[src/hw/rtl/sld_pkg.sv]
`timescale 1ns / 1ps
// Shared types and constants for the STA/LTA event detector.
// No dependencies; imported by every other file of the block.
package sld_pkg;

  // Field and register widths
  localparam int SHORT_LEN_W = 12;
  localparam int LONG_LEN_W  = 13;
  localparam int WRATIO_W    = 13;
  localparam int LEVEL_W     = 24;
  localparam int EVLEN_W     = 32;
  localparam int EVNUM_W     = 16;
  localparam int IDX_W       = 32;
  localparam int SUM_W       = 44;
  localparam int RATIO_W     = 24;
  localparam int FRAC_W      = 8;
  localparam int INT_W       = 16;

  // Configuration port
  localparam int CFG_IDX_W  = 3;
  localparam int CFG_DATA_W = 32;

  // Ratio datapath: 44 x 13 product, split into two 22-bit halves
  localparam int MUL_SPLIT = 22;
  localparam int PROD_W    = MUL_SPLIT + WRATIO_W;
  localparam int NUM_W     = SUM_W + WRATIO_W;
  localparam int DIV_BITS_PER_CYCLE = 2;
  localparam int DIV_CYCLES = RATIO_W / DIV_BITS_PER_CYCLE;
  localparam int DIV_CNT_W  = $clog2(DIV_CYCLES + 1);
  localparam logic [RATIO_W-1:0] RATIO_MAX = {RATIO_W{1'b1}};

  // Front-to-back queue
  localparam int QUEUE_DEPTH = 2;

  // Register reset values
  localparam logic [SHORT_LEN_W-1:0] SHORT_LEN_RST = 12'd100;
  localparam logic [LONG_LEN_W-1:0]  LONG_LEN_RST  = 13'd1000;
  localparam logic [WRATIO_W-1:0]    WRATIO_RST    = 13'd10;
  localparam logic [LEVEL_W-1:0]     GATE_RST      = 24'd819;
  localparam logic [LEVEL_W-1:0]     RELEASE_RST   = 24'd307;
  localparam logic [EVLEN_W-1:0]     EVLEN_RST     = 32'd15000;

  // Register indexes
  typedef enum logic [CFG_IDX_W-1:0] {
    REG_SHORT_LEN     = 3'd0,
    REG_LONG_LEN      = 3'd1,
    REG_WINDOW_RATIO  = 3'd2,
    REG_GATE_LEVEL    = 3'd3,
    REG_RELEASE_LEVEL = 3'd4,
    REG_MAX_EVENT_LEN = 3'd5
  } cfg_reg_t;

  typedef struct packed {
    logic [SHORT_LEN_W-1:0] short_len;
    logic [LONG_LEN_W-1:0]  long_len;
    logic [WRATIO_W-1:0]    window_ratio;
    logic [LEVEL_W-1:0]     gate_level;
    logic [LEVEL_W-1:0]     release_level;
    logic [EVLEN_W-1:0]     max_event_len;
  } sld_cfg_t;

  // One classified sample handed from front to back
  typedef struct packed {
    logic [SUM_W-1:0] short_sum;
    logic [SUM_W-1:0] long_sum;
    logic [IDX_W-1:0] idx;
    logic             warm;
  } sld_entry_t;

  typedef struct packed {
    logic [RATIO_W-1:0] energy_ratio;
    logic               detecting;
    logic               event_closed;
    logic [EVNUM_W-1:0] event_number;
    logic [IDX_W-1:0]   event_start;
    logic [IDX_W-1:0]   event_end;
  } sld_result_t;

  typedef enum logic {
    F_IDLE,
    F_UPDATE
  } front_state_t;

  typedef enum logic [2:0] {
    B_IDLE,
    B_MUL_LO,
    B_MUL_HI,
    B_CHECK,
    B_DIV,
    B_FINISH
  } back_state_t;

endpackage

[src/hw/rtl/sld_back.sv]
`timescale 1ns / 1ps
// Back end: ratio multiply, radix-4 restoring divide, trigger hysteresis, output register.
// Depends on sld_pkg; fed by sld_queue.
module sld_back (
  input  logic                 clk,
  input  logic                 rst,
  input  sld_pkg::sld_cfg_t    cfg,
  input  logic                 q_valid,
  input  sld_pkg::sld_entry_t  q_data,
  output logic                 pop,
  output logic                 result_valid,
  input  logic                 result_ready,
  output sld_pkg::sld_result_t result
);
  import sld_pkg::*;

  back_state_t state, state_next;

  logic [SUM_W-1:0]     s_q, l_q, rem;
  logic [IDX_W-1:0]     idx_q;
  logic                 warm_q;
  logic [NUM_W-1:0]     num;
  logic [RATIO_W-1:0]   dq, ratio_q;
  logic [DIV_CNT_W-1:0] div_cnt;

  logic                 active;
  logic [EVNUM_W-1:0]   trig_cnt;
  logic [IDX_W-1:0]     trig_idx;

  logic [MUL_SPLIT-1:0] mul_a;
  logic [PROD_W-1:0]    prod;
  logic                 zero_ratio, saturate;
  logic [SUM_W:0]       t1, t2;
  logic                 ge1, ge2;
  logic [SUM_W-1:0]     r1, r2;
  logic [RATIO_W-1:0]   dq_next;
  logic                 load;

  logic                 trig, act_mid, close;
  logic [EVNUM_W-1:0]   tc_mid;
  logic [IDX_W-1:0]     ti_mid;

  // Shared 22 x 13 multiplier for both halves of the short sum
  assign mul_a = (state == B_MUL_LO) ? s_q[MUL_SPLIT-1:0] : s_q[SUM_W-1:MUL_SPLIT];
  assign prod  = PROD_W'(mul_a) * PROD_W'(cfg.window_ratio);

  assign zero_ratio = warm_q || (l_q == '0);
  assign saturate   = (NUM_W + INT_W)'(num) >= {l_q, {INT_W{1'b0}}};

  // Two restoring division steps per cycle
  always_comb begin
    t1      = {rem, dq[RATIO_W-1]};
    ge1     = t1 >= {1'b0, l_q};
    r1      = ge1 ? SUM_W'(t1 - {1'b0, l_q}) : t1[SUM_W-1:0];
    t2      = {r1, dq[RATIO_W-2]};
    ge2     = t2 >= {1'b0, l_q};
    r2      = ge2 ? SUM_W'(t2 - {1'b0, l_q}) : t2[SUM_W-1:0];
    dq_next = {dq[RATIO_W-3:0], ge1, ge2};
  end

  // Trigger and release with hysteresis
  always_comb begin
    trig    = !active && (ratio_q > cfg.gate_level);
    act_mid = active || trig;
    tc_mid  = trig ? trig_cnt + EVNUM_W'(1) : trig_cnt;
    ti_mid  = trig ? idx_q : trig_idx;
    close   = act_mid && ((ratio_q < cfg.release_level) ||
                          ((idx_q - ti_mid) > cfg.max_event_len));
  end

  // Next state
  always_comb begin
    state_next = state;
    unique case (state)
      B_IDLE:   if (q_valid) state_next = B_MUL_LO;
      B_MUL_LO: state_next = B_MUL_HI;
      B_MUL_HI: state_next = B_CHECK;
      B_CHECK:  state_next = (zero_ratio || saturate) ? B_FINISH : B_DIV;
      B_DIV:    if (div_cnt == DIV_CNT_W'(1)) state_next = B_FINISH;
      B_FINISH: if (!result_valid || result_ready) state_next = B_IDLE;
      default:  state_next = B_IDLE;
    endcase
  end

  // State outputs
  always_comb begin
    pop  = 1'b0;
    load = 1'b0;
    unique case (state)
      B_IDLE:   pop = q_valid;
      B_FINISH: load = !result_valid || result_ready;
      default: ;
    endcase
  end

  always_ff @(posedge clk) begin
    if (rst) state <= B_IDLE;
    else state <= state_next;
  end

  // Ratio datapath
  always_ff @(posedge clk) begin
    unique case (state)
      B_IDLE: begin
        if (pop) begin
          s_q    <= q_data.short_sum;
          l_q    <= q_data.long_sum;
          idx_q  <= q_data.idx;
          warm_q <= q_data.warm;
        end
      end
      B_MUL_LO: num <= NUM_W'(prod);
      B_MUL_HI: num <= num + (NUM_W'(prod) << MUL_SPLIT);
      B_CHECK: begin
        if (zero_ratio) ratio_q <= '0;
        else if (saturate) ratio_q <= RATIO_MAX;
        rem     <= SUM_W'(num[NUM_W-1:INT_W]);
        dq      <= {num[INT_W-1:0], {FRAC_W{1'b0}}};
        div_cnt <= DIV_CNT_W'(DIV_CYCLES);
      end
      B_DIV: begin
        rem     <= r2;
        dq      <= dq_next;
        div_cnt <= div_cnt - DIV_CNT_W'(1);
        if (div_cnt == DIV_CNT_W'(1)) ratio_q <= dq_next;
      end
      B_FINISH: ;
      default: ;
    endcase
  end

  // Event state
  always_ff @(posedge clk) begin
    if (rst) begin
      active   <= 1'b0;
      trig_cnt <= '0;
      trig_idx <= '0;
    end else if (load) begin
      active   <= act_mid && !close;
      trig_cnt <= tc_mid;
      trig_idx <= ti_mid;
    end
  end

  // Output register
  always_ff @(posedge clk) begin
    if (rst) result_valid <= 1'b0;
    else if (load) result_valid <= 1'b1;
    else if (result_ready) result_valid <= 1'b0;
  end

  always_ff @(posedge clk) begin
    if (load) begin
      result.energy_ratio <= ratio_q;
      result.detecting    <= act_mid && !close;
      result.event_closed <= close;
      result.event_number <= tc_mid;
      result.event_start  <= ti_mid;
      result.event_end    <= close ? idx_q : '0;
    end
  end

  a_div_count: assert property (@(posedge clk) disable iff (rst)
    (state == B_DIV) |-> (div_cnt != '0))
    else $error("divider ran past its last step");

  a_close_not_open: assert property (@(posedge clk) disable iff (rst)
    (result_valid && result.event_closed) |-> !result.detecting)
    else $error("closed event still reported open");

endmodule
[config.mk]
export PLATFORM = sky130hd
export DESIGN_NAME = sld_back
export DESIGN_NICKNAME = d
export VERILOG_FILES = /design/src/hw/rtl/sld_pkg.sv /design/src/hw/rtl/sld_back.sv
export SDC_FILE = /design/constraint.sdc
export NUM_CORES = 2
export LEC_CHECK = 0
export ABC_CLOCK_PERIOD_IN_PS = 43000
export BUFFER_PORTS_ARGS = -buffer_cell sky130_fd_sc_hd__buf_2
export CAP_MARGIN = 20
export CELL_PAD_IN_SITES_DETAIL_PLACEMENT = 1
export CELL_PAD_IN_SITES_GLOBAL_PLACEMENT = 2
export CORE_ASPECT_RATIO = 1.1
export CORE_MARGIN = 1.5
export CORE_UTILIZATION = 40
export CTS_CLUSTER_DIAMETER = 60
export DETAILED_ROUTE_END_ITERATION = 6
export PLACE_DENSITY = 0.91
export SLEW_MARGIN = 25
export SYNTH_ARGS = -nofsm -noshare
export SYNTH_HDL_FRONTEND = slang
export SYNTH_SLANG_ARGS = --single-unit
[constraint.sdc]
create_clock -name clk -period 43 [get_ports clk]
set_input_delay 8.6 -clock clk [delete_from_list [all_inputs] [get_ports clk]]
set_output_delay 8.6 -clock clk [all_outputs]
set_load 0.02 [all_outputs]
# == Yosys cells after proc, flatten, opt, wreduce, memory -nomap -nowiden ==
# Cells that the tools add are included.
# word_totals
out_inout_bits,108
inputBits,243
register_bits,433
word_cells,84
# classes
n_eq_ne,10
n_addsub,6
reduce_logical,19
mux,22
n_lt_le_gt_ge,6
multipliers,1
# ops
operator,count
one-hot mux 57 bit (2 select lines),1
one-hot mux 24 bit (2 select lines),2
greater-or-equal comparator 45 x 44 -> 1 bit,2
two-way mux 44 bit,2
one-hot mux 44 bit (2 select lines),1
subtractor 44 bit,2
two-way mux 24 bit,3
greater-or-equal comparator 57 x 60 -> 1 bit,1
adder 57 bit,1
zero test 44 bit,1
multiplier 22 x 13 -> 35 bit,1
> comparator 32 bit,1
two-way mux 32 bit,1
subtractor 32 bit,1
> comparator 24 bit,1
< comparator 24 bit,1
two-way mux 22 bit,1
one-hot mux 3 bit (6 select lines),1
adder 16 x 1 -> 16 bit (second input constant),1
two-way mux 16 bit,1
two-way mux 3 bit,3
one-hot mux 4 bit (2 select lines),1
equality test 3 x 2 -> 1 bit (second input constant),2
equality test 3 bit (second input constant),2
13 further kinds,30

# == Longest topological paths before layout ==
# depth
ltp_word,9
mapped_depth,39
depth_no_buf,36

# == Worst setup path before layout ==
# OpenSTA, ideal clock, no wires.
# synth_timing
path_kind,input to output
startpoint,in q_valid
endpoint,out pop
path_buffers,0
arrival_time_ns,21.337
cell_stages,1
path_slack_ns,13.063
required_ns,34.400
cell_sequence,nor4b_1
# synth_via
elab_chain_cells,1
# synth_rtl
element,line,rtl
"start, declared",sld_back.sv:8,"input logic q_valid,"
two-way mux 1 bit,sld_back.sv:89,unique case (state)
"end, declared",sld_back.sv:10,"output logic pop,"
# Every way passes these cells.

# == Worst setup path in the final report ==
# Same ends and word-level chain as after synthesis.

==> flow_summary.json <==
{
  "synth_compound_area_share_pct": 12.5,
  "synthCells": 3848,
  "postCtsHoldBufs": 0,
  "maxCapViolations": 0,
  "synth_xor_area_share_pct": 4.37,
  "netlist_area_um2": 37200,
  "die_x_um": 294,
  "final_antenna_net_count": 0,
  "synth-main-ff-cell": "edfxtp_1",
  "grt-ovfl-total": 0,
  "drtPass1Iterations": 5,
  "synthTopCellsByArea": "edfxtp_1 31%, fa_1 12%, ha_1 12%",
  "cts.sinks": 433,
  "hold_start": "trig_idx[4]",
  "routabilityCongestion": 0.921,
  "nets": 4944,
  "cts-root-buf": "clkbuf_16",
  "r2r_start": "state[0]",
  "clockBufferDepth": 3,
  "max_freq_ghz": 0.0540,
  "rsz0062_at_grt": "false",
  "rows": 117,
  "met2_length_um": 56700,
  "min_path_type": "reg -> reg",
  "cts_setup_buffers": 0,
  "holdPathStages": 2,
  "synth_top_area_share_pct": 30.7,
  "path_cells": "buf_2 > nor4b_2 > buf_4 > buf_2",
  "yosysMostFrequentCell": "inv_1",
  "crit_arrival_ns": 9.92,
  "synth_commonest_cells": "499 x inv_1, 491 x nand2_1, 380 x edfxtp_1",
  "worst_path_max_delay_cell": "buf_4",
  "synth_top_cell_by_area": "edfxtp_1",
  "synth_top_family_by_area": "adder cells",
  "fin_crit_sh_pct": 43.1,
  "synth_fp_nets": 4672,
  "drc_errors": 0,
  "place_hpwl_um": 88200,
  "hold_viol_final": 0,
  "cts_buffers": 56,
  "slew_viol_final": 0,
  "wl_per_cell_um": 20.7,
  "seqCellArea_um2": 12500,
  "worst_pin_slew_ns": 0.980,
  "grt_pass1_wl_um": 175000,
  "synth_cell_types": 92,
  "drt_wl_total_um": 112000,
  "highest-signal-layer": "met5",
  "synthArstFlopShare_pct": 0,
  "worstSetupStartpointType": "input pin",
  "nFillCells": 10537,
  "final-setup-viol-count": 0,
  "cts_resized": 0,
  "ios": 351,
  "port_buffers": 325,
  "tritoncts": "done",
  "coreArea_um2": 92400,
  "path_common_cell": "buf_2",
  "status": "finished clean",
  "synth-simple-area-share_pct": 15.2,
  "initial_core_util_pct": 40.2,
  "ff2ff_path_depth": 34,
  "startpoint": "q_valid",
  "final_layout_size_suffix_gt1_share_pct": 13.1,
  "r2r_setup_slack_ns": 32.62,
  "fp.dieArea_um2": 94800,
  "crit_type": "in -> out",
  "clock_latency_ns": 0.68,
  "grt_max_degree": 74,
  "required_ns": 34.40,
  "dieHeight_um": 323,
  "synth-seq-area-share_pct": 33.5,
  "grt_pass1_vias": 31080,
  "finClkSkew_ns": 0.0434,
  "num_vias": 29157,
  "cp_max_fo": 48,
  "syn_to_final_growth_pct": 13.3,
  "synthMuxAreaShare_pct": 3.70,
  "vias_per_cell": 5.38,
  "routed-wl-met3_um": 4430,
  "synth-edff-count": 380,
  "relSlewSlack_pct": 34.7,
  "clk_pin_slew_ns": 0.06,
  "grt_antenna_before_repair": 6,
  "post-route-util_pct": 45.6,
  "drtIter0Drc": 1234,
  "setup_tns_ns": 0,
  "globalRouteTotalUtil_pct": 23.7,
  "synth.avg_cell_area_um2": 9.66,
  "multi_input_area_um2": 22300,
  "ys_warn_count": 0,
  "max_stage_delay_ns": 0.61,
  "cts_max_level": 2,
  "wl_met1_um": 46200,
  "ys_seq_elements": 433,
  "min_period_ns": 18.52,
  "synthAdderAreaFrac_pct": 24.1,
  "endpoint_kind": "primary output"
}
## area by class of cell
type / count / area share, %
Antenna cell: 6 / 0.0357
Timing Repair Buffer: 345 / 4.25
Sequential cell: 433 / 29.6
Clock buffer: 62 / 3.43
Inverter: 499 / 4.45
Tap cell: 1249 / 3.71
Multi-Input combinational cell: 2785 / 53.0
Clock inverter: 44 / 1.54
## worst max-delay path, delay by kind of cell
kind,cells,cell delay (ns)
buf+inv,3,1.01
simple gates,1,0.27
## metrics by stage
step	area [um2]	instances	worst slack, ns	hold slack, ns
6_report	42100	5423	24.48	0.456
2_1_floorplan	37200	3848	13.06	0.434
3_3_place_gp	40000	5310	24.51	0.439
4_1_cts	42100	5417	24.44	0.457
5_1_grt	42100	5418	24.37	0.475
3_5_place_dp	40000	5311	24.44	0.448
## cells by family (layout without fill, tap and decap cells)
family | Yosys count | in the layout
AOI/OAI and AO/OA | 724 | 724
xor gates and xnor gates | 184 | 184
adders and majority gates | 581 | 581
buffers and inverters | 630 | 950
DFF | 433 | 433
muxes | 126 | 126
other | 0 | 6
and+or+nand+nor | 1170 | 1170
## sequential cells by signal (all words and copies together) (netlist names), 3 cells and up
| register | flops |
|---|---|
| state | 3 |
| result | 106 |
| dq | 24 |
| trig_cnt | 16 |
| idx_q | 32 |
| l_q | 44 |
| s_q | 44 |
| ratio_q | 24 |
| trig_idx | 32 |
| num | 57 |
| rem | 44 |
| div_cnt | 4 |
## routing by layer
metal,up-vias,global-route usage [%]
li1,13756,-
met1,14601,28.1
met2,599,43.1
met3,193,2.58
met4,8,10.2
met5,-,0
## worst paths after layout
check,endpoint
max,pop
min reg2reg,trig_idx[4]
min,trig_idx[4]
max reg2reg,num[56]
## layout by cell type, fill, tap and decap left out, types with 26 or more instances in the layout
cell type and instances:
xor2_1 66, o21ai_0 113, nor2b_1 34, nand2_1 489
inv_1 498, nor2_1 164, nand3_1 58, clkbuf_16 56
mux2i_1 66, buf_2 325, o21bai_1 29, a21oi_1 222
mux2_2 50, xnor2_1 117, dfxtp_1 53, nand4_1 54
ha_1 357, fa_1 224, nand2b_1 28, a31oi_1 26
edfxtp_1 380, o21ai_1 35, a21o_1 126, nor3_1 41
o21a_1 35, and2_1 198, and3_1 29
Power is not shown: default switching activity piles up to over one toggle a cycle in this logic, so the estimate is an artifact.
