--- config.mk ---
export PLATFORM = sky130hd
export DESIGN_NAME = sld_queue
export DESIGN_NICKNAME = d
export VERILOG_FILES = /design/src/hw/rtl/sld_pkg.sv /design/src/hw/rtl/sld_queue.sv
export SDC_FILE = /design/constraint.sdc
export NUM_CORES = 1
export LEC_CHECK = 0
export ABC_CLOCK_PERIOD_IN_PS = 19800
export BUFFER_PORTS_ARGS = -buffer_cell sky130_fd_sc_hd__clkbuf_2
export CAP_MARGIN = 20
export CORE_MARGIN = 2
export CORE_UTILIZATION = 25
export DETAILED_ROUTE_END_ITERATION = 10
export PLACE_DENSITY_LB_ADDON = 0.15
export RECOVER_POWER = 25
export SYNTH_ARGS = -nofsm -noshare
export SYNTH_HDL_FRONTEND = slang
export SYNTH_SLANG_ARGS = --single-unit
--- constraint.sdc ---
create_clock -name clk -period 19.8 [get_ports clk]
set_input_delay 0.99 -clock clk [delete_from_list [all_inputs] [get_ports clk]]
set_output_delay 0.99 -clock clk [all_outputs]
set_load 0.05 [all_outputs]
--- src/hw/rtl/sld_pkg.sv ---
`timescale 1ns / 1ps
// Shared types and constants for the STA/LTA event detector.
// No dependencies; imported by every other file of the block.
package sld_pkg;

  // Field and register widths
  localparam int SHORT_LEN_W = 12;
  localparam int LONG_LEN_W  = 13;
  localparam int WRATIO_W    = 13;
  localparam int LEVEL_W     = 24;
  localparam int EVLEN_W     = 32;
  localparam int EVNUM_W     = 16;
  localparam int IDX_W       = 32;
  localparam int SUM_W       = 44;
  localparam int RATIO_W     = 24;
  localparam int FRAC_W      = 8;
  localparam int INT_W       = 16;

  // Configuration port
  localparam int CFG_IDX_W  = 3;
  localparam int CFG_DATA_W = 32;

  // Ratio datapath: 44 x 13 product, split into two 22-bit halves
  localparam int MUL_SPLIT = 22;
  localparam int PROD_W    = MUL_SPLIT + WRATIO_W;
  localparam int NUM_W     = SUM_W + WRATIO_W;
  localparam int DIV_BITS_PER_CYCLE = 2;
  localparam int DIV_CYCLES = RATIO_W / DIV_BITS_PER_CYCLE;
  localparam int DIV_CNT_W  = $clog2(DIV_CYCLES + 1);
  localparam logic [RATIO_W-1:0] RATIO_MAX = {RATIO_W{1'b1}};

  // Front-to-back queue
  localparam int QUEUE_DEPTH = 2;

  // Register reset values
  localparam logic [SHORT_LEN_W-1:0] SHORT_LEN_RST = 12'd100;
  localparam logic [LONG_LEN_W-1:0]  LONG_LEN_RST  = 13'd1000;
  localparam logic [WRATIO_W-1:0]    WRATIO_RST    = 13'd10;
  localparam logic [LEVEL_W-1:0]     GATE_RST      = 24'd819;
  localparam logic [LEVEL_W-1:0]     RELEASE_RST   = 24'd307;
  localparam logic [EVLEN_W-1:0]     EVLEN_RST     = 32'd15000;

  // Register indexes
  typedef enum logic [CFG_IDX_W-1:0] {
    REG_SHORT_LEN     = 3'd0,
    REG_LONG_LEN      = 3'd1,
    REG_WINDOW_RATIO  = 3'd2,
    REG_GATE_LEVEL    = 3'd3,
    REG_RELEASE_LEVEL = 3'd4,
    REG_MAX_EVENT_LEN = 3'd5
  } cfg_reg_t;

  typedef struct packed {
    logic [SHORT_LEN_W-1:0] short_len;
    logic [LONG_LEN_W-1:0]  long_len;
    logic [WRATIO_W-1:0]    window_ratio;
    logic [LEVEL_W-1:0]     gate_level;
    logic [LEVEL_W-1:0]     release_level;
    logic [EVLEN_W-1:0]     max_event_len;
  } sld_cfg_t;

  // One classified sample handed from front to back
  typedef struct packed {
    logic [SUM_W-1:0] short_sum;
    logic [SUM_W-1:0] long_sum;
    logic [IDX_W-1:0] idx;
    logic             warm;
  } sld_entry_t;

  typedef struct packed {
    logic [RATIO_W-1:0] energy_ratio;
    logic               detecting;
    logic               event_closed;
    logic [EVNUM_W-1:0] event_number;
    logic [IDX_W-1:0]   event_start;
    logic [IDX_W-1:0]   event_end;
  } sld_result_t;

  typedef enum logic {
    F_IDLE,
    F_UPDATE
  } front_state_t;

  typedef enum logic [2:0] {
    B_IDLE,
    B_MUL_LO,
    B_MUL_HI,
    B_CHECK,
    B_DIV,
    B_FINISH
  } back_state_t;

endpackage

--- src/hw/rtl/sld_queue.sv ---
`timescale 1ns / 1ps
// Short queue between front and back ends, holding classified samples.
// Depends on sld_pkg.
module sld_queue (
  input  logic                 clk,
  input  logic                 rst,
  input  logic                 push,
  input  sld_pkg::sld_entry_t  push_data,
  output logic                 full,
  input  logic                 pop,
  output logic                 not_empty,
  output sld_pkg::sld_entry_t  pop_data
);
  import sld_pkg::*;

  localparam int QW = (QUEUE_DEPTH > 1) ? $clog2(QUEUE_DEPTH) : 1;
  localparam int CW = $clog2(QUEUE_DEPTH + 1);

  sld_entry_t      slots [QUEUE_DEPTH];
  logic [QW-1:0]   wr_ptr, rd_ptr;
  logic [CW-1:0]   count;

  assign full      = count == CW'(QUEUE_DEPTH);
  assign not_empty = count != '0;
  assign pop_data  = slots[rd_ptr];

  always_ff @(posedge clk) begin
    if (push) slots[wr_ptr] <= push_data;
  end

  // Pointers and occupancy
  always_ff @(posedge clk) begin
    if (rst) begin
      wr_ptr <= '0;
      rd_ptr <= '0;
      count  <= '0;
    end else begin
      if (push) wr_ptr <= (wr_ptr == QW'(QUEUE_DEPTH - 1)) ? '0 : wr_ptr + QW'(1);
      if (pop)  rd_ptr <= (rd_ptr == QW'(QUEUE_DEPTH - 1)) ? '0 : rd_ptr + QW'(1);
      if (push && !pop) count <= count + CW'(1);
      else if (pop && !push) count <= count - CW'(1);
    end
  end

  a_count_bound: assert property (@(posedge clk) disable iff (rst)
    count <= CW'(QUEUE_DEPTH))
    else $error("queue occupancy overflow");

  a_pop_nonempty: assert property (@(posedge clk) disable iff (rst)
    pop |-> count != '0)
    else $error("pop from empty queue");

endmodule

* Word level (Yosys, flattened, before mapping)
Memory sizes are Yosys's and may differ from the RTL's. A register that Yosys moved wholly into a read port is not among the register bits. Cells that the tools add are included.
Cells by class: eq/ne operators 1, reduce and logical (&&, ||, !) cells 6, muxes and demuxes 8, $add $sub $neg 4
Operators by type and width (count):
- 2-to-1 mux 1 bit | 6
- 2-to-1 mux 2 bit | 2
- nonzero test 2 bit | 2
- adder 1 bit (second input constant) | 2
- adder 2 x 1 -> 2 bit (second input constant) | 1
- equality test 2 bit (second input constant) | 1
- logical AND 1 bit | 2
- logical NOT 1 bit | 2
- subtractor 2 x 1 -> 2 bit (second input constant) | 1
Word-level totals: word-level logic and storage cells 23, output and inout port bits 123, RAM bits 242, register bits after elaboration 4, memories kept 1
Memory list:
- slots | words 2, bits a word 121, rd ports 1, clocked after memory_dff 1, write ports 1, RTL line sld_queue.sv:19 | sld_entry_t slots [QUEUE_DEPTH];

* Depth between registers and ports, before layout
Gate-level depths: netlist of run 1.
word-level depth 4, mapped depth 5, mapped depth without buffers 5

* Worst setup path after synthesis of run 1
No wires, ideal clock.
path kind input -> register, start input port push, end memory slots[0][0] (netlist name), enable pin, arrival 6239 ps, slack 12944 ps, cell stages on the path 1, cells stage by stage nor2b_1
Between the ends: cells in the longest elaborated chain, start to end 2
RTL lines:
- from (decl) | RTL line sld_queue.sv:7 | input logic push,
- 2-to-1 mux 1 bit | RTL line sld_queue.sv:28 | if (push) slots[wr_ptr] <= push_data;
- 2-to-1 mux 1 bit (not written as such) | RTL line sld_queue.sv:28
- to (decl) | RTL line sld_queue.sv:19
No other way between the ends.

==> results summary, run 1 <==
The run finished with clean final reports. The later-pin clock latency in the skew report is about 0.54 ns. The hold-fix buffer count after cts is 0.

The proportion of layout cells with a drive suffix above 1 came out at a little over half. The post-layout instance count excluding filler cells is ~1,200. The post-synthesis sequential area ratio is 82.2%.

STA classifies the critical path endpoint as a primary output. The count of placed standard cells including taps came out at 1,097. The signed area change from the synthesized netlist to the final layout is 29.2%. Across all hold checks on the routed design, the worst slack comes to ~0.52 ns.

The worst setup path is launched from a flop. The peak ir drop on the vdd network is 0.0000673 V. Setup violations remaining at the end of the flow were counted as 0. Global routing finished with a remaining overflow of 0. The placer congestion estimate came out at between 0.6 and 0.7. The number of buffers created by CTS came out at 28. about 250 I/O pins were placed. The via count of the first global-routing pass came to ~5,300. For this run, the leading register cell type out of synthesis is sky130_fd_sc_hd__edfxtp_1. After detailed routing, the number of remaining DRC violations is 0. The pin count of the biggest net entering global routing came out at between 70 and 80.

TritonCTS built the clock tree. The slack of the worst reg-to-reg path came out at around 18 ns. The ratio of final minimum period to clock period came out at slightly above 20%.

The most common cell in the netlist is sky130_fd_sc_hd__edfxtp_1. In this run the number of H-tree levels came out at 1. The multi-input logic area is around 1500 um2. In this run the critical register-to-register path is launched from wr_ptr.

The remaining antenna violation count after routing came out at 0. sky130_fd_sc_hd__edfxtp_1 takes more of the synthesized area than any other cell. The worst endpoint required time came out at roughly 19 ns. The number of enable flip-flop cells after synthesis is around 240. After detailed routing, the average wire length per cell comes to approximately 17 um.

The biggest fanout along the worst timing path came out at 63. The global-route wire length before repair is approximately 30,000 um. The instance count along the most critical hold path came out at 2. The final hold violation count was 0. The share of flip-flops with an asynchronous set or reset came out at 0%. The mapped netlist covers 8960 um2. The post-CTS resize count came out at 0. Once layout is done, the placed cells without fillers occupy roughly 12,000 um2. The iteration count of the initial detailed-routing pass is 4. The power per cell area is roughly 110 nW/um2.

The leakage component of the power came out at ~4.2 nW. The total number of yosys warnings came out at 0. The category of the critical setup timing path is reg2out.

The violation count after the first detailed-route iteration came out at ~120. The number of antenna violations at the first check in global routing is 1. The width of the die came out at between 150 and 200 um.

The full die area came out at about 37,000 um2. The setup clock skew after layout came out at ~0.006 ns. In the post-synthesis netlist, the biggest area contributors are sky130_fd_sc_hd__edfxtp_1 81%, sky130_fd_sc_hd__mux2_2 15%, sky130_fd_sc_hd__buf_6 1.1%. The minimum setup slack in the final design is about 16 ns.

The shortest clock period the worst path allows after layout is about 4.1 ns. The commonest cells after synthesis are 242 x sky130_fd_sc_hd__edfxtp_1, 121 x sky130_fd_sc_hd__mux2_2, 9 x sky130_fd_sc_hd__buf_6, 5 x sky130_fd_sc_hd__dfxtp_1, 4 x sky130_fd_sc_hd__nor2_1. The achievable frequency came out at around 0.25 GHz.

Summing all placed instances gives a cell area of between 10,000 and 15,000 um2. The repair_antennas step left the layout with diodes totalling 0. The row count came out at slightly below 70. The max-slew violation total from the final report is 0.

The area of all sequential standard cells came out at roughly 7400 um2. Clock tree synthesis found a total of ~250 sinks. The initial core utilization is approximately a quarter. The number of library cell types mapped by synthesis came out at 17. The net count of the finished layout is between 700 and 800. Synthesis produced a netlist whose cell count is roughly 400. The count of state elements after synthesis is about 250.

Counting every net in the synthesized netlist gives ~520. The share of synthesized area in the top cell type comes to ~80%. After clock tree synthesis, the clock-pin slew on the worst setup and hold paths is about 0.06 ns. In this run the critical register-to-register path is captured at slots[1][22]. The number of filler instances in the final layout came out at about 3,500.

For the final routed database, the setup TNS stands at 0 ns. In this run the vertical extent of the chip is between 150 and 200 um. The clock passes through at most 3 buffers. The number of buffers inserted by post-CTS setup repair came out at 0. The data arrival time of the worst path is approximately 3 ns. The worst slew margin relative to its limit is between 30% and 40%.

The average footprint of a synthesized cell came out at 22.5 um2. The count of input and output buffers is 247. Global routing used between 10% and 20% of the available tracks. The final layout contains routed wiring with a total length of 19,400 um.

Across all layers, the routed design uses ~4,600 vias. After detailed routing, the number of vias per cell comes to roughly 4. At the placement stage, the worst setup path has a slack of ~16 ns. The path class of the tightest hold or removal check is reg2reg. The cell sitting at the root of the clock tree is a sky130_fd_sc_hd__clkbuf_16. The critical hold path startpoint is rd_ptr.

The depth of the most critical reg-to-reg path is 3. At the pin with the least slew margin, the transition time is 0.908 ns. The placeable core region came out at ~35,000 um2. Setup repair after global routing left no endpoint under its margin. Max-cap violations in this run came to 0.
## cells in the final DEF, fill, tap and decap left out, types with 2 or more instances in the layout
cell	count
sky130_fd_sc_hd__bufinv_16	3
sky130_fd_sc_hd__nor2_1	4
sky130_fd_sc_hd__clkbuf_16	29
sky130_fd_sc_hd__clkbuf_1	64
sky130_fd_sc_hd__buf_16	2
sky130_fd_sc_hd__xnor2_1	2
sky130_fd_sc_hd__clkinv_1	4
sky130_fd_sc_hd__dfxtp_1	4
sky130_fd_sc_hd__edfxtp_1	242
sky130_fd_sc_hd__mux2_2	121
sky130_fd_sc_hd__clkinv_2	7
sky130_fd_sc_hd__buf_4	4
sky130_fd_sc_hd__xor2_1	2
sky130_fd_sc_hd__clkbuf_2	190
## registers in the layout (all words and copies together), names as in the netlist, named ones only
register	flops
count	2
rd_ptr	1
slots	242
wr_ptr	1
## worst max path at each step
stage / endpoint / slack (ns) / startpoint
after global routing: pop_data[65] / 15.53 / flop
final: pop_data[72] / 15.74 / flop
after detailed placement: pop_data[72] / 16.18 / flop
after CTS: pop_data[72] / 15.59 / flop
after floorplan: slots[0][0] / 12.94 / push
after global placement: pop_data[117] / 16.27 / flop
## logic make-up after synthesis
family	count (synthesis)	synth area share [%]
AO/OA/AOI/OAI	2	0.112
XOR/XNOR	4	0.391
adder cells (fa/ha/maj)	1	0.140
buffers and inverters	14	1.42
flip-flops	247	82.2
multiplexers	121	15.2
AND/OR/NAND/NOR	9	0.517
## cell type report
type,count,share of cell area (%)
clock inverter,15,1.28
tap,461,4.98
timing repair buffer,253,10.8
sequential,247,63.7
inverter,1,0.0324
multi-input combinational,137,12.8
clock buffer,36,6.50
## per-stage QoR
step / util, % / power [mW]
after floorplan: - / 0.791
after global placement: 30.2 / 0.840
after detailed placement: 30.2 / 0.845
after CTS: 32.8 / 1.36
after global routing: 32.7 / 1.39
final: 32.7 / 1.33
## per-layer routing
metal  global-route usage (%)  vias up  part of all wire (%)
li1                         -     2128                     -
met1                     11.5     2308                    40
met2                     18.0      158                    50
met3                     3.40       32                   8.0
met4                     3.45        2                   2.3
met5                        0        -                 0.072
## power by group
part | internal (mW) | switching, mW
clock | 0.305 | 0.196
combinational | 0.0561 | 0.151
sequential | 0.610 | 0.0121
total | 0.972 | 0.359
## critical path: stages (launching register included)
cell and delay (ns):
sky130_fd_sc_hd__dfxtp_4 0.91, sky130_fd_sc_hd__buf_4 0.76, sky130_fd_sc_hd__mux2_2 0.44, sky130_fd_sc_hd__clkbuf_2 0.24
Power figures use the tool's default switching activity.
==> run 2: changes to the inputs <==
--- a/config.mk
+++ b/config.mk
@@ -5,7 +5,8 @@
 export SDC_FILE = /design/constraint.sdc
 export NUM_CORES = 1
 export LEC_CHECK = 0
-export ABC_CLOCK_PERIOD_IN_PS = 19800
+export ABC_AREA = 1
+export ABC_CLOCK_PERIOD_IN_PS = 3400
 export BUFFER_PORTS_ARGS = -buffer_cell sky130_fd_sc_hd__clkbuf_2
 export CAP_MARGIN = 20
 export CORE_MARGIN = 2
==> constraint.sdc (replaced) <==
create_clock -name clk -period 3.4 [get_ports clk]
set_input_delay 0.17 -clock clk [delete_from_list [all_inputs] [get_ports clk]]
set_output_delay 0.17 -clock clk [all_outputs]
set_load 0.05 [all_outputs]
==> results summary, run 2 <==
The later-pin clock latency in the skew report came out at 0.53 ns. The slack of the worst reg-to-reg path is around 1.6 ns. The total nets after synthesis is 535. The post-route standard cell area excluding fillers is approximately 13,000 um2. Of the total synthesized cell area, the portion taken by AND, OR, NAND and NOR gates is less than 1%.

The path class of the tightest hold or removal check is in2reg. The number of buffers created by CTS is 28. The wire length after detailed routing came out at between 15,000 and 20,000 um. STA classifies the critical path endpoint as a primary output. For this run, design rule violations remaining after detail routing come to 0. In this run the number of H-tree levels came out at 1. The number of enable flip-flop cells after synthesis came out at 242.

The average vias per placed instance came out at roughly 4. The clock transition at the registers of the reported paths is approximately 0.060 ns. The leakage component of the power came out at 4.70 nW. The worst path uses about 79% of the clock period. In the layout the commonest cells are 242 x sky130_fd_sc_hd__edfxtp_1, 194 x sky130_fd_sc_hd__clkbuf_2, 125 x sky130_fd_sc_hd__dlygate4sd3_1, 121 x sky130_fd_sc_hd__mux2_2, 61 x sky130_fd_sc_hd__clkbuf_1. In this run the remaining antenna-violating nets after routing total 0. The number of flip-flops under the largest register name is approximately 240. The post-synthesis share of cell area spent on xor and xnor gates came out at less than 1%. The critical path is of the reg2out type.

Setup violations remaining at the end of the flow were counted as 0. The region available for standard cell placement spans about 35,000 um2. The routed layout has roughly 5,100 vias. The number of buffers inserted by post-CTS setup repair is 0. During synthesis, Yosys emitted a total of 0 warnings. The count of max-cap constraint violations is 0. The critical hold path startpoint is push_data[109]. The total global-route track usage is around 10%. Entering global routing, the biggest net connects 70 pins.

Of the total synthesized cell area, the portion taken by full adders, half adders and majority gates is less than 1%. The share of flip-flops with an asynchronous set or reset came out at 0%. Sorting the synthesized cells by how often they occur yields 242 x sky130_fd_sc_hd__edfxtp_1, 121 x sky130_fd_sc_hd__mux2_2, 9 x sky130_fd_sc_hd__buf_6, 9 x sky130_fd_sc_hd__inv_1. At the worst endpoint, the arrival time is around 2.5 ns. The final hold violation count came out at 0. TritonCTS built the clock tree. IR analysis of the VDD net gives a maximum drop of 0.000341 V.

The count of state elements after synthesis is between 200 and 250. The via count of the first global-routing pass came out at roughly 5,700. In the detailed route, the total length drawn on met2 is ~10,000 um. For this run the aggregate overflow at the end of global routing stands at 0. For the pin with the worst max-slew slack, the measured transition is around 1.0 ns. The buffer cell driving the clock tree root is sky130_fd_sc_hd__clkbuf_16. The routed metal-1 wirelength came out at ~7700 um. The buffer levels on the longest clock path is 3. The most instantiated flip-flop cell in the synthesis netlist is sky130_fd_sc_hd__edfxtp_1. The top register by number of flip-flops is slots. In the final design database the tool counted just over 900 nets. The post-route netlist has between 40% and 50% of its cells at a drive strength greater than 1. The worst pin sits at a relative slew slack of roughly 33%. The achievable frequency came out at about 0.37 GHz. The shortest clock period the worst path allows after layout is 2.68 ns. In the post-synthesis netlist, the cell with the most instances is sky130_fd_sc_hd__edfxtp_1. The number of inserted diodes is 0. The combinational family with the most area after synthesis is multiplexers.

The width of the die came out at 194 um. After synthesis, flip-flops and latches occupy 82.0% of the total area. The proportion of synthesized area in mux cells came out at approximately 15%. The wire length per cell after detailed routing came out at around 15 um. Setup repair after global routing left no endpoint under its margin. For this run, the detailed router's first-pass iteration total came to 4.

The placer congestion estimate came out at between 0.6 and 0.7. In this run, post-CTS hold repair placed 125 buffers. The share of synthesized area in the top cell type comes to 80.9%. The instance count along the most critical hold path is 2. The worst register-to-register path begins at wr_ptr. The full die area came out at around 37,000 um2. The row count came out at 69. In this run the mean area of a mapped cell was roughly 22 um2. The worst register-to-register path ends at slots[1][83]. Signal routing reaches up to met4. The worst endpoint required time is about 3.2 ns. The number of library cell types mapped by synthesis came out at 16. The global-route wire length before repair came out at approximately 31,000 um. The synthesized instance count is roughly 400. The path with the worst hold slack has its endpoint at slots[1][109]. The post-placement cell area is 10,700 um2. The depth of the most critical reg-to-reg path is 3. The post-CTS resize count is 0.

Of all cell types, the one taking the most synthesized area is sky130_fd_sc_hd__edfxtp_1. The number of antenna violations at the first check in global routing came out at 0. Port buffering added 247 buffers. Leaving out fill and tap cells, the most frequent cell in the layout is sky130_fd_sc_hd__edfxtp_1. The aggregate negative setup slack came out at 0 ns. The max-slew violation total from the final report is 0. In the post-synthesis netlist, the biggest area contributors are sky130_fd_sc_hd__edfxtp_1 81%, sky130_fd_sc_hd__mux2_2 15%, sky130_fd_sc_hd__buf_6 1.1%. STA classifies the critical path startpoint as a flop. The run finished with clean final reports. The biggest fanout along the worst timing path is 54. For this design the ratio of total power to cell area is ~590 nW/um2. The area growth from synthesis to layout is 42.3%. The clock net sink count came out at between 200 and 250. The initial utilization of the core area, before any placement, comes to 25.3%.

The setup clock skew after layout is 0.00724 ns. roughly 250 I/O pins were placed. In the final layout, the registers with the most flip-flops are slots x242, count x2.

The overall die height came out at 194 um. Summing every instance area after synthesis gives 8980 um2. The violation count after the first detailed-route iteration came out at 230.

The post-detailed-placement half-perimeter wirelength came out at ~13,000 um. After detailed routing, the met3 layer carries approximately 1300 um of wire. The area fraction in compound gates after synthesis came out at 0.111%.
[run 2: cell count changes in the layout (fill, tap and decap cells not counted), sizes merged, moves of 2 or more]
cell	before	now
bufinv	3	0
nand2	0	6
nor2b	2	0
xor2	2	0
clkbuf	283	287
dlygate4sd3	0	125
nor2	4	6
inv	1	9
[run 2: final cells by class]
class | count | area, um2
fillers | 3375 | 22700
flip-flops and latches | 247 | 7370
repair buffers | 377 | 2480
multi-input cells | 140 | 1460
clock buffers | 41 | 801
well taps | 461 | 577
clock inverters | 10 | 46.3
inverters | 9 | 38.8
[run 2: kinds of logic (layout without fill, tap and decap cells)]
logic type      after synthesis  in the layout
flops                       247            247
simple gates                 15             15
xor+xnor                      1              1
mux                         121            121
compound gates                2              2
fa+ha+maj                     1              1
buf+inv                      22            437
[run 2: per-layer routing]
metal,up-vias,GRT usage (%)
met3,35,3.00
met1,2518,11.3
met4,0,3.19
met2,163,18.7
met5,-,0
li1,2408,-
[run 2: stage by stage]
| stage | hold WS (ns) | setup WS [ns] | util (%) | instances | power, mW |
|---|---|---|---|---|---|
| after floorplan | 0.242 | 0.131 | - | 409 | 4.50 |
| after global placement | 0.360 | 1.26 | 30.3 | 1109 | 4.78 |
| after detailed placement | 0.362 | 1.20 | 30.3 | 1109 | 4.80 |
| after CTS | 0.327 | 0.620 | 36.2 | 1285 | 7.70 |
| after global routing | 0.346 | 0.511 | 36.0 | 1285 | 7.87 |
| final | 0.365 | 0.717 | 36.0 | 1285 | 7.56 |
[run 2: critical path, stage by stage, from the launching register on]
cell and delay, ns:
sky130_fd_sc_hd__dfxtp_4 0.88, sky130_fd_sc_hd__buf_4 0.47, sky130_fd_sc_hd__mux2_2 0.39, sky130_fd_sc_hd__clkbuf_2 0.24
[run 2: power breakdown]
group | internal, mW | leakage, nW | switching [mW]
logic | 0.398 | 1.96 | 0.838
registers | 3.53 | 2.31 | 0.0624
clock network | 1.62 | 0.422 | 1.11
total | 5.54 | 4.70 | 2.01
[run 2: worst max path at each step]
stage	startpoint	endpoint	slack [ns]	cells after the start
after floorplan	wr_ptr	slots[1][0]	0.13	2
after global placement	flop	pop_data[86]	1.26	3
after detailed placement	flop	pop_data[6]	1.20	3
after CTS	flop	pop_data[6]	0.62	3
after global routing	flop	pop_data[57]	0.51	3
final	flop	pop_data[58]	0.72	3
